<file path="config.mk">
export PLATFORM = sky130hd
export DESIGN_NAME = first_fit_block_allocator_unit
export DESIGN_NICKNAME = d
export VERILOG_FILES = /design/src/design/ffba_pkg.sv /design/src/design/first_fit_block_allocator_unit.sv /design/src/design/ffba_ctrl.sv /design/src/design/ffba_dp.sv
export SDC_FILE = /design/constraint.sdc
export NUM_CORES = 2
export LEC_CHECK = 0
export BUFFER_PORTS_ARGS = -buffer_cell sky130_fd_sc_hd__buf_2
export CELL_PAD_IN_SITES_DETAIL_PLACEMENT = 0
export CELL_PAD_IN_SITES_GLOBAL_PLACEMENT = 2
export CORE_MARGIN = 1
export CORE_UTILIZATION = 49
export DETAILED_ROUTE_END_ITERATION = 8
export PLACE_DENSITY = 0.81
export SYNTH_ARGS = -nofsm -noshare
export SYNTH_HDL_FRONTEND = slang
export SYNTH_SLANG_ARGS = --single-unit
</file>
<file path="constraint.sdc">
create_clock -name clk_i -period 57.5 [get_ports clk_i]
set_input_delay 11.5 -clock clk_i [delete_from_list [all_inputs] [get_ports clk_i]]
set_output_delay 11.5 -clock clk_i [all_outputs]
set_load 0.01 [all_outputs]
</file>
<file path="src/design/ffba_pkg.sv">
// ffba_pkg: shared types and constants of the first-fit block allocator
// used by ffba_ctrl, ffba_dp and first_fit_block_allocator_unit; no dependencies
`default_nettype none

package ffba_pkg;

  // field widths
  localparam int unsigned REQ_W   = 23;
  localparam int unsigned ADDR_W  = 32;
  localparam int unsigned BIU_W   = 11;
  localparam int unsigned CFG_W   = 32;
  localparam int unsigned CFG_IDX_W = 1;
  localparam int unsigned ENTRY_W = 3;

  // register indexes
  localparam logic [CFG_IDX_W-1:0] REG_HEAP_BASE     = 1'b0;
  localparam logic [CFG_IDX_W-1:0] REG_BLOCKS_IN_USE = 1'b1;

  // register reset values
  localparam logic [ADDR_W-1:0] HEAP_BASE_RST     = 32'h0;
  localparam logic [BIU_W-1:0]  BLOCKS_IN_USE_RST = 11'd1024;

  // block table entry marks
  localparam logic [3:0]         TYPE_MASK     = 4'hf;
  localparam logic [ENTRY_W-1:0] MARK_FREE     = 3'b000;
  localparam logic [ENTRY_W-1:0] MARK_TAKEN    = 3'b001;
  localparam logic [ENTRY_W-1:0] MARK_FIRST    = 3'b010;
  localparam logic [ENTRY_W-1:0] MARK_HAS_NEXT = 3'b100;

  typedef enum logic [1:0] {
    ST_OK       = 2'd0,
    ST_NO_SPACE = 2'd1,
    ST_ZERO     = 2'd2
  } status_e;

  typedef enum logic [2:0] {
    S_CLEAR,
    S_IDLE,
    S_SCAN,
    S_MARK,
    S_FINISH
  } state_e;

  // controller to datapath
  typedef struct packed {
    logic    clear;
    logic    start;
    logic    scan;
    logic    mark;
    logic    load_out;
    status_e code;
  } cmd_t;

  // datapath to controller
  typedef struct packed {
    logic clear_done;
    logic zero_req;
    logic found;
    logic fail;
    logic mark_last;
  } stat_t;

endpackage

`default_nettype wire

</file>
<file path="src/design/first_fit_block_allocator_unit.sv">
// first_fit_block_allocator_unit: top level of the first-fit block allocator
// depends on ffba_pkg, ffba_ctrl and ffba_dp
`default_nettype none

// First-fit block allocator. Each input item is a request in bytes; the block
// walks a table of NUM_BLOCKS entries from entry 0, one entry a cycle out of a
// single-port-read table memory, and stops at the first run of free entries
// whose size in BLOCK_BYTES blocks covers the request. That run is then marked
// taken, one entry a cycle, and the result item carries heap_base plus the run
// start times BLOCK_BYTES (wrapping at 32 bits) with status 0. Status 1 means
// no run fit inside the covered entries, status 2 a zero-size request; both
// return address zero and leave the table alone. A request that finds a run
// scans entries up to and including the last entry of the run, then marks the
// run; a request that fails scans every covered entry (blocks_in_use saturated
// at NUM_BLOCKS) and then a check finds the end of the covered entries; a
// zero-size request scans nothing. Each is held in its last step while the
// previous result still waits in the output register. The next request is
// taken as soon as the current result sits in the output register, even if
// that result has not been picked up yet. After reset the table is cleared by
// a pass over all NUM_BLOCKS entries during which no request is taken;
// configuration writes are taken at any time and should only be issued while
// idle.

module first_fit_block_allocator_unit #(
  parameter int unsigned NUM_BLOCKS  = 1024,
  parameter int unsigned BLOCK_BYTES = 4096
) (
  input  wire                             clk_i,
  input  wire                             rst_ni,
  // configuration write port
  input  wire                             cfg_we_i,
  input  wire  [ffba_pkg::CFG_IDX_W-1:0]  cfg_index_i,
  input  wire  [ffba_pkg::CFG_W-1:0]      cfg_data_i,
  // request item
  input  wire                             in_valid_i,
  output logic                            in_ready_o,
  input  wire  [ffba_pkg::REQ_W-1:0]      request_bytes_i,
  // result item
  output logic                            out_valid_o,
  input  wire                             out_ready_i,
  output logic [ffba_pkg::ADDR_W-1:0]     block_address_o,
  output logic [1:0]                      status_o
);

  // commands and status between sequencer and datapath
  ffba_pkg::cmd_t  cmd;
  ffba_pkg::stat_t stat;

  ffba_ctrl u_ctrl (
    .clk_i       (clk_i),
    .rst_ni      (rst_ni),
    .in_valid_i  (in_valid_i),
    .in_ready_o  (in_ready_o),
    .out_valid_o (out_valid_o),
    .out_ready_i (out_ready_i),
    .stat_i      (stat),
    .cmd_o       (cmd)
  );

  // table memory, scan counters, run tracking and output register
  ffba_dp #(
    .NUM_BLOCKS  (NUM_BLOCKS),
    .BLOCK_BYTES (BLOCK_BYTES)
  ) u_dp (
    .clk_i           (clk_i),
    .rst_ni          (rst_ni),
    .cfg_we_i        (cfg_we_i),
    .cfg_index_i     (cfg_index_i),
    .cfg_data_i      (cfg_data_i),
    .request_bytes_i (request_bytes_i),
    .block_address_o (block_address_o),
    .status_o        (status_o),
    .cmd_i           (cmd),
    .stat_o          (stat)
  );

endmodule

`default_nettype wire

</file>
<file path="src/design/ffba_ctrl.sv">
// ffba_ctrl: sequencer of the allocator (clear pass, scan, mark, result hand-off)
// depends on ffba_pkg
`default_nettype none

module ffba_ctrl (
  input  wire             clk_i,
  input  wire             rst_ni,
  input  wire             in_valid_i,
  output logic            in_ready_o,
  output logic            out_valid_o,
  input  wire             out_ready_i,
  input  ffba_pkg::stat_t stat_i,
  output ffba_pkg::cmd_t  cmd_o
);

  ffba_pkg::state_e  state_q, state_d;
  ffba_pkg::status_e res_q, res_d;
  logic              out_valid_q, out_valid_d;
  logic              slot_free;

  assign slot_free = !out_valid_q || out_ready_i;

  // next state
  always_comb begin
    state_d = state_q;
    res_d   = res_q;
    unique case (state_q)
      ffba_pkg::S_CLEAR: begin
        if (stat_i.clear_done) state_d = ffba_pkg::S_IDLE;
      end
      ffba_pkg::S_IDLE: begin
        if (in_valid_i) state_d = ffba_pkg::S_SCAN;
      end
      ffba_pkg::S_SCAN: begin
        if (stat_i.zero_req) begin
          res_d   = ffba_pkg::ST_ZERO;
          state_d = ffba_pkg::S_FINISH;
        end else if (stat_i.found) begin
          state_d = ffba_pkg::S_MARK;
        end else if (stat_i.fail) begin
          res_d   = ffba_pkg::ST_NO_SPACE;
          state_d = ffba_pkg::S_FINISH;
        end
      end
      ffba_pkg::S_MARK: begin
        if (stat_i.mark_last) begin
          res_d   = ffba_pkg::ST_OK;
          state_d = ffba_pkg::S_FINISH;
        end
      end
      ffba_pkg::S_FINISH: begin
        if (slot_free) state_d = ffba_pkg::S_IDLE;
      end
      default: state_d = ffba_pkg::S_CLEAR;
    endcase
  end

  // outputs
  always_comb begin
    cmd_o      = '0;
    cmd_o.code = res_q;
    in_ready_o = 1'b0;
    unique case (state_q)
      ffba_pkg::S_CLEAR: cmd_o.clear = 1'b1;
      ffba_pkg::S_IDLE: begin
        in_ready_o  = 1'b1;
        cmd_o.start = in_valid_i;
      end
      ffba_pkg::S_SCAN:   cmd_o.scan = !stat_i.zero_req;
      ffba_pkg::S_MARK:   cmd_o.mark = 1'b1;
      ffba_pkg::S_FINISH: cmd_o.load_out = slot_free;
      default: ;
    endcase
  end

  always_comb begin
    if (cmd_o.load_out) out_valid_d = 1'b1;
    else if (out_ready_i) out_valid_d = 1'b0;
    else out_valid_d = out_valid_q;
  end

  assign out_valid_o = out_valid_q;

  always_ff @(posedge clk_i or negedge rst_ni) begin
    if (!rst_ni) begin
      state_q     <= ffba_pkg::S_CLEAR;
      res_q       <= ffba_pkg::ST_OK;
      out_valid_q <= 1'b0;
    end else begin
      state_q     <= state_d;
      res_q       <= res_d;
      out_valid_q <= out_valid_d;
    end
  end

endmodule

`default_nettype wire

</file>
<file path="src/design/ffba_dp.sv">
// ffba_dp: block table memory, scan and mark counters, config and result registers
// depends on ffba_pkg
`default_nettype none

module ffba_dp #(
  parameter int unsigned NUM_BLOCKS  = 1024,
  parameter int unsigned BLOCK_BYTES = 4096
) (
  input  wire                                clk_i,
  input  wire                                rst_ni,
  input  wire                                cfg_we_i,
  input  wire  [ffba_pkg::CFG_IDX_W-1:0]     cfg_index_i,
  input  wire  [ffba_pkg::CFG_W-1:0]         cfg_data_i,
  input  wire  [ffba_pkg::REQ_W-1:0]         request_bytes_i,
  output logic [ffba_pkg::ADDR_W-1:0]        block_address_o,
  output logic [1:0]                         status_o,
  input  ffba_pkg::cmd_t                     cmd_i,
  output ffba_pkg::stat_t                    stat_o
);

  localparam int unsigned IW = $clog2(NUM_BLOCKS);
  localparam int unsigned CW = $clog2(NUM_BLOCKS + 1);
  localparam int unsigned LW = (CW > ffba_pkg::BIU_W) ? CW : ffba_pkg::BIU_W;
  localparam int unsigned RW = $clog2((2 ** ffba_pkg::REQ_W) + BLOCK_BYTES);
  localparam logic [RW-1:0] BB_RUN = RW'(BLOCK_BYTES);
  localparam logic [ffba_pkg::ADDR_W-1:0] BB_ADDR = ffba_pkg::ADDR_W'(BLOCK_BYTES);
  localparam logic [LW-1:0] NB_L = LW'(NUM_BLOCKS);
  localparam logic [CW-1:0] NB_C = CW'(NUM_BLOCKS);
  localparam logic [IW-1:0] LAST_IDX = IW'(NUM_BLOCKS - 1);

  // configuration registers
  logic [ffba_pkg::ADDR_W-1:0] heap_base_q;
  logic [ffba_pkg::BIU_W-1:0]  biu_q;

  always_ff @(posedge clk_i or negedge rst_ni) begin
    if (!rst_ni) begin
      heap_base_q <= ffba_pkg::HEAP_BASE_RST;
      biu_q       <= ffba_pkg::BLOCKS_IN_USE_RST;
    end else if (cfg_we_i) begin
      unique case (cfg_index_i)
        ffba_pkg::REG_HEAP_BASE:     heap_base_q <= cfg_data_i;
        ffba_pkg::REG_BLOCKS_IN_USE: biu_q <= cfg_data_i[ffba_pkg::BIU_W-1:0];
        default: ;
      endcase
    end
  end

  // covered entries, saturated at table size
  logic [LW-1:0] biu_ext, limit;
  assign biu_ext = LW'(biu_q);
  assign limit   = (biu_ext > NB_L) ? NB_L : biu_ext;

  // block table
  logic [ffba_pkg::ENTRY_W-1:0] mem [NUM_BLOCKS];
  logic [ffba_pkg::ENTRY_W-1:0] rdata_q, wdata;
  logic [IW-1:0]                waddr;
  logic                         we, re;

  // scan state
  logic [ffba_pkg::REQ_W-1:0]  bytes_q;
  logic [CW-1:0]               issue_cnt_q, proc_cnt_q;
  logic                        pv_q;
  logic [RW-1:0]               run_bytes_q, run_next;
  logic [IW-1:0]               start_idx_q, end_idx_q, mark_idx_q, clr_idx_q;
  logic [ffba_pkg::ADDR_W-1:0] cur_addr_q, start_addr_q, run_start_addr;
  logic [IW-1:0]               proc_idx, run_start_idx;
  logic                        entry_free, past_limit, do_entry;

  // result registers
  logic [ffba_pkg::ADDR_W-1:0] block_address_q;
  ffba_pkg::status_e           status_q;

  assign re = cmd_i.scan && (issue_cnt_q < NB_C);

  assign proc_idx   = proc_cnt_q[IW-1:0];
  assign entry_free = (({1'b0, rdata_q} & ffba_pkg::TYPE_MASK &
                        {1'b0, ffba_pkg::MARK_TAKEN}) == 4'h0);
  assign past_limit = (LW'(proc_cnt_q) >= limit);
  assign do_entry   = cmd_i.scan && pv_q && !past_limit;

  // a new run opens at this entry when no free entries are pending
  assign run_start_idx  = (run_bytes_q == '0) ? proc_idx : start_idx_q;
  assign run_start_addr = (run_bytes_q == '0) ? cur_addr_q : start_addr_q;
  assign run_next       = run_bytes_q + BB_RUN;

  assign stat_o.clear_done = cmd_i.clear && (clr_idx_q == LAST_IDX);
  assign stat_o.zero_req   = (bytes_q == '0);
  assign stat_o.found      = do_entry && entry_free &&
                             (run_next >= RW'(bytes_q));
  assign stat_o.fail       = cmd_i.scan && pv_q && past_limit;
  assign stat_o.mark_last  = cmd_i.mark && (mark_idx_q == end_idx_q);

  // write port: clear pass or run marking
  always_comb begin
    we    = cmd_i.clear || cmd_i.mark;
    waddr = cmd_i.clear ? clr_idx_q : mark_idx_q;
    wdata = ffba_pkg::MARK_TAKEN;
    if (mark_idx_q == start_idx_q) wdata = wdata | ffba_pkg::MARK_FIRST;
    if (mark_idx_q != end_idx_q) wdata = wdata | ffba_pkg::MARK_HAS_NEXT;
    if (cmd_i.clear) wdata = ffba_pkg::MARK_FREE;
  end

  always_ff @(posedge clk_i) begin
    if (we) mem[waddr] <= wdata;
    if (re) rdata_q <= mem[issue_cnt_q[IW-1:0]];
  end

  always_ff @(posedge clk_i or negedge rst_ni) begin
    if (!rst_ni) begin
      clr_idx_q   <= '0;
      issue_cnt_q <= '0;
      proc_cnt_q  <= '0;
      pv_q        <= 1'b0;
      mark_idx_q  <= '0;
    end else begin
      if (cmd_i.clear) clr_idx_q <= clr_idx_q + 1'b1;
      if (cmd_i.start) begin
        issue_cnt_q <= '0;
        pv_q        <= 1'b0;
      end else if (cmd_i.scan) begin
        if (re) issue_cnt_q <= issue_cnt_q + 1'b1;
        proc_cnt_q <= issue_cnt_q;
        pv_q       <= 1'b1;
      end else begin
        pv_q <= 1'b0;
      end
      if (stat_o.found) mark_idx_q <= run_start_idx;
      else if (cmd_i.mark) mark_idx_q <= mark_idx_q + 1'b1;
    end
  end

  // payload registers
  always_ff @(posedge clk_i) begin
    if (cmd_i.start) begin
      bytes_q     <= request_bytes_i;
      run_bytes_q <= '0;
      cur_addr_q  <= heap_base_q;
    end else if (do_entry) begin
      cur_addr_q <= cur_addr_q + BB_ADDR;
      if (entry_free) begin
        run_bytes_q  <= run_next;
        start_idx_q  <= run_start_idx;
        start_addr_q <= run_start_addr;
        end_idx_q    <= proc_idx;
      end else begin
        run_bytes_q <= '0;
      end
    end
    if (cmd_i.load_out) begin
      status_q        <= cmd_i.code;
      block_address_q <= (cmd_i.code == ffba_pkg::ST_OK) ? start_addr_q : '0;
    end
  end

  assign block_address_o = block_address_q;
  assign status_o        = status_q;

endmodule

`default_nettype wire

</file>
==> reports/summary.txt <==
status -> completed
syn nets -> 4029
DRT iter0 DRCs -> 4179
crit path kind -> reg -> out
Die ar. -> 113600 um2
Max Buffers Root-to-Sink -> 3
vias per cell -> 6.027
commonest non-fill, non-tap cells in the layout -> edfxtp_1 (1166), nor2_1 (1099), mux4_2 (225), nand2_1 (195), clkbuf_16 (148)
Syn-to-layout area delta -> 10.74%
setup TNS -> 0 ns
Clk pwr share -> 0.455
VDD IR-drop max -> 0.02722 mV
most common cell after layout, fill and taps aside -> edfxtp_1
Max Clk Rate -> 74.87 MHz
Hold Fails Final Rpt -> 0
final-report setup violation count -> 0
ys flop type -> edfxtp_1
root buf cell -> clkbuf_16
Layout Cells excl Fill -> 5526
Final WS setup -> 44.14 ns
CTS tree -> built
clk sinks -> 1270
Tmin final -> 13.36 ns
crit path DAT -> 1.86 ns
Synth Area in Compound Gates -> 0.03679
total CTS buffers -> 139
final WL -> 154300 um
Logic pwr share -> 0.007
Post-route DRC -> 0
port bufs -> 96
hold slack final -> 0.4233 ns
Area after DPL -> 56660 um2
first-pass GRT wire length -> 223200 um
worst path required time -> 46.00 ns
post-cts gate resize count -> 0
I/O Pins -> 97
Pint -> 1.491 mW
core area -> 111000 um2
Netlist Area Pre-Place -> 55020 um2
Simple-Gate Fraction of Synth Area -> 0.1144
antenna violations before repair -> 0
Worst Path Max Fanout -> 15
Die Wd -> 337.1 um
wire per inst -> 27.93 um
worst-case clock skew -> 0.03145 ns
Synth Register Bits -> 1270
RSZ-0062 raised after global routing -> no
sequential power share -> 0.538
Initial Utilization -> 0.4958
synth warn -> 0
global route overflow -> 0
Die Y -> 337.1 um
Static Leak -> 17.64 nW
Power Density -> 30.57 nW/um2
Synth top area share -> 0.6363
post-synthesis adder-cell area fraction -> 0.006367
Max Cap Viol -> 0
Post-DP HPWL -> 83640 um
Net Sw Power -> 0.3717 mW
worst hold path type -> reg -> reg
Synth area leader -> edfxtp_1
GRT Total Usage -> 0.2744
Skew-Pair Late Insertion Delay -> 0.76 ns
FP Rows -> 122
Gate Count Post-Synth -> 3940
Slew headroom -> 0.1961
vias in the first global route -> 32.44k
largest net degree at the start of global routing -> 180
Hold-fix buffers, CTS -> 0
Synth Area in XOR/XNOR -> 0.009550
GP Congestion -> 0.7860
main combinational cell family by area after synthesis -> multiplexers
NumNets Final -> 4020
DRT Pass-1 Iters -> 5
Worst-path clk slew -> 0.06 ns
Hold Path Depth -> 0
part of the cycle the worst path needs -> 0.2323
crit end category -> primary output
placed cell count -> 5278
EDFF count, synth -> 1166
async set-reset flop share out of synthesis -> 0.07244
pins over their slew limit -> 0
Design Area, Final -> 60930 um2
R2R cell count -> 12
H-tree depth -> 4
Vias -> 33.31k
power after layout -> 1.863 mW
Sw Share -> 0.1996
Post-CTS Setup Inserts -> 0
top post-synthesis cells by area -> edfxtp_1 (64%), mux4_2 (9.2%), nor2_1 (7.5%), dfrtp_1 (4.1%), clkbuf_1 (1.7%)
Place WS -> 43.78 ns
Least-Margin Pin Slew -> 1.195 ns
sequential fraction of the synthesis area -> 0.6826
fin util -> 0.5491
Post-DRT Antenna Nets -> 0
Post-Syn Area per Cell -> 13.97 um2
layout cells sized above 1 -> 0.1761
mux cell area share after synthesis -> 0.1204
library cells used by synthesis -> 76
filler cell count -> 9264
CP Launch Type -> flop
-- worst paths after layout --
| path | startpoint | to | slack, ns |
|---|---|---|---|
| hold / removal | u_dp.cur_addr_q[3] | u_dp.start_addr_q[3] | 0.42 |
| setup reg to reg | u_dp.issue_cnt_q[1] | u_dp.rdata_q[0] | 52.10 |
| max in group asynchronous | rst_ni | u_dp.issue_cnt_q[0] | 45.56 |
| min in group asynchronous | rst_ni | u_dp.mark_idx_q[2] | 10.79 |
| hold reg to reg | u_dp.cur_addr_q[3] | u_dp.start_addr_q[3] | 0.42 |
| setup / recovery | u_ctrl.state_q[0] | in_ready_o | 44.14 |
-- flip-flops by register name (all words and copies together), names as in the netlist, 11 cells and up --
register	count
u_dp.run_bytes_q	12
u_dp.block_address_o	32
u_dp.issue_cnt_q	11
u_dp.proc_cnt_q	11
u_dp.cur_addr_q	32
u_dp.heap_base_q	32
u_dp.bytes_q	23
u_dp.biu_ext	11
u_dp.start_addr_q	32
u_dp.mem	1024
-- power by group through the flow --
stage	clock network, mW	registers (mW)	logic [mW]
floorplan	0	1.02	0.00719
global placement	0	1.02	0.0121
detailed placement	0	1.02	0.0126
CTS	0.861	1.00	0.0127
global route	0.895	1.00	0.0138
finish	0.848	1.00	0.0123
-- logic make-up after synthesis --
family                     after synthesis
and+or+nand+nor                       1543
DFF                                   1270
muxes                                  373
buffers and inverters                  363
AOI/OAI and AO/OA                      303
xor gates and xnor gates                60
adders and majority gates               28
-- layer usage --
| layer | wire, um | track usage | vias up |
|---|---|---|---|
| li1 | - | - | 14364 |
| met1 | 63470 | 0.3805 | 17355 |
| met2 | 75090 | 0.4483 | 1346 |
| met3 | 11440 | 0.04027 | 242 |
| met4 | 4345 | 0.08772 | 0 |
| met5 | 0 | 0 | - |
-- synth_stat cells (all sizes together) (3+ instances only) --
| cell type | n |
|---|---|
| o221ai | 5 |
| inv | 27 |
| o22ai | 15 |
| clkbuf | 242 |
| o31ai | 4 |
| xor2 | 33 |
| mux4 | 225 |
| nor2 | 1102 |
| nor4 | 12 |
| o211ai | 4 |
| a22o | 5 |
| a2111oi | 5 |
| edfxtp | 1166 |
| nand3 | 46 |
| or3 | 6 |
| a221oi | 20 |
| nor3 | 18 |
| nand2 | 227 |
| or2 | 3 |
| nor3b | 5 |
| buf | 92 |
| o2111ai | 4 |
| a21oi | 55 |
| dfrtp | 91 |
| a32o | 3 |
| mux2i | 89 |
| o21a | 6 |
| a311oi | 3 |
| a21o | 5 |
| ha | 28 |
| nand4 | 11 |
| a211oi | 8 |
| o21ai | 78 |
| nand3b | 9 |
| a211o | 4 |
| mux2 | 59 |
| xnor2 | 27 |
| nor2b | 16 |
| and3 | 27 |
| a31oi | 14 |
| nand2b | 15 |
| dfxtp | 12 |
| a22oi | 42 |
| and2 | 41 |
-- cell type report --
cell class | instances | area, um2 | area share
inverters | 29 | 116.4 | 0.001910
repair buffers | 184 | 1169 | 0.01918
multi-input cells | 2307 | 15940 | 0.2617
flip-flops and latches | 1270 | 37570 | 0.6166
diodes | 1 | 2.502 | 0.00004107
clock inverters | 67 | 446.7 | 0.007331
clock buffers | 180 | 3824 | 0.06275
well taps | 1488 | 1862 | 0.03056
-- worst max-delay path, cell delays in order, from the launching register on --
cell	delay, ns
dfrtp_1	0.50
nor3b_1	0.22
buf_4	0.24
buf_2	0.16
(Power assumes the default switching activity.)
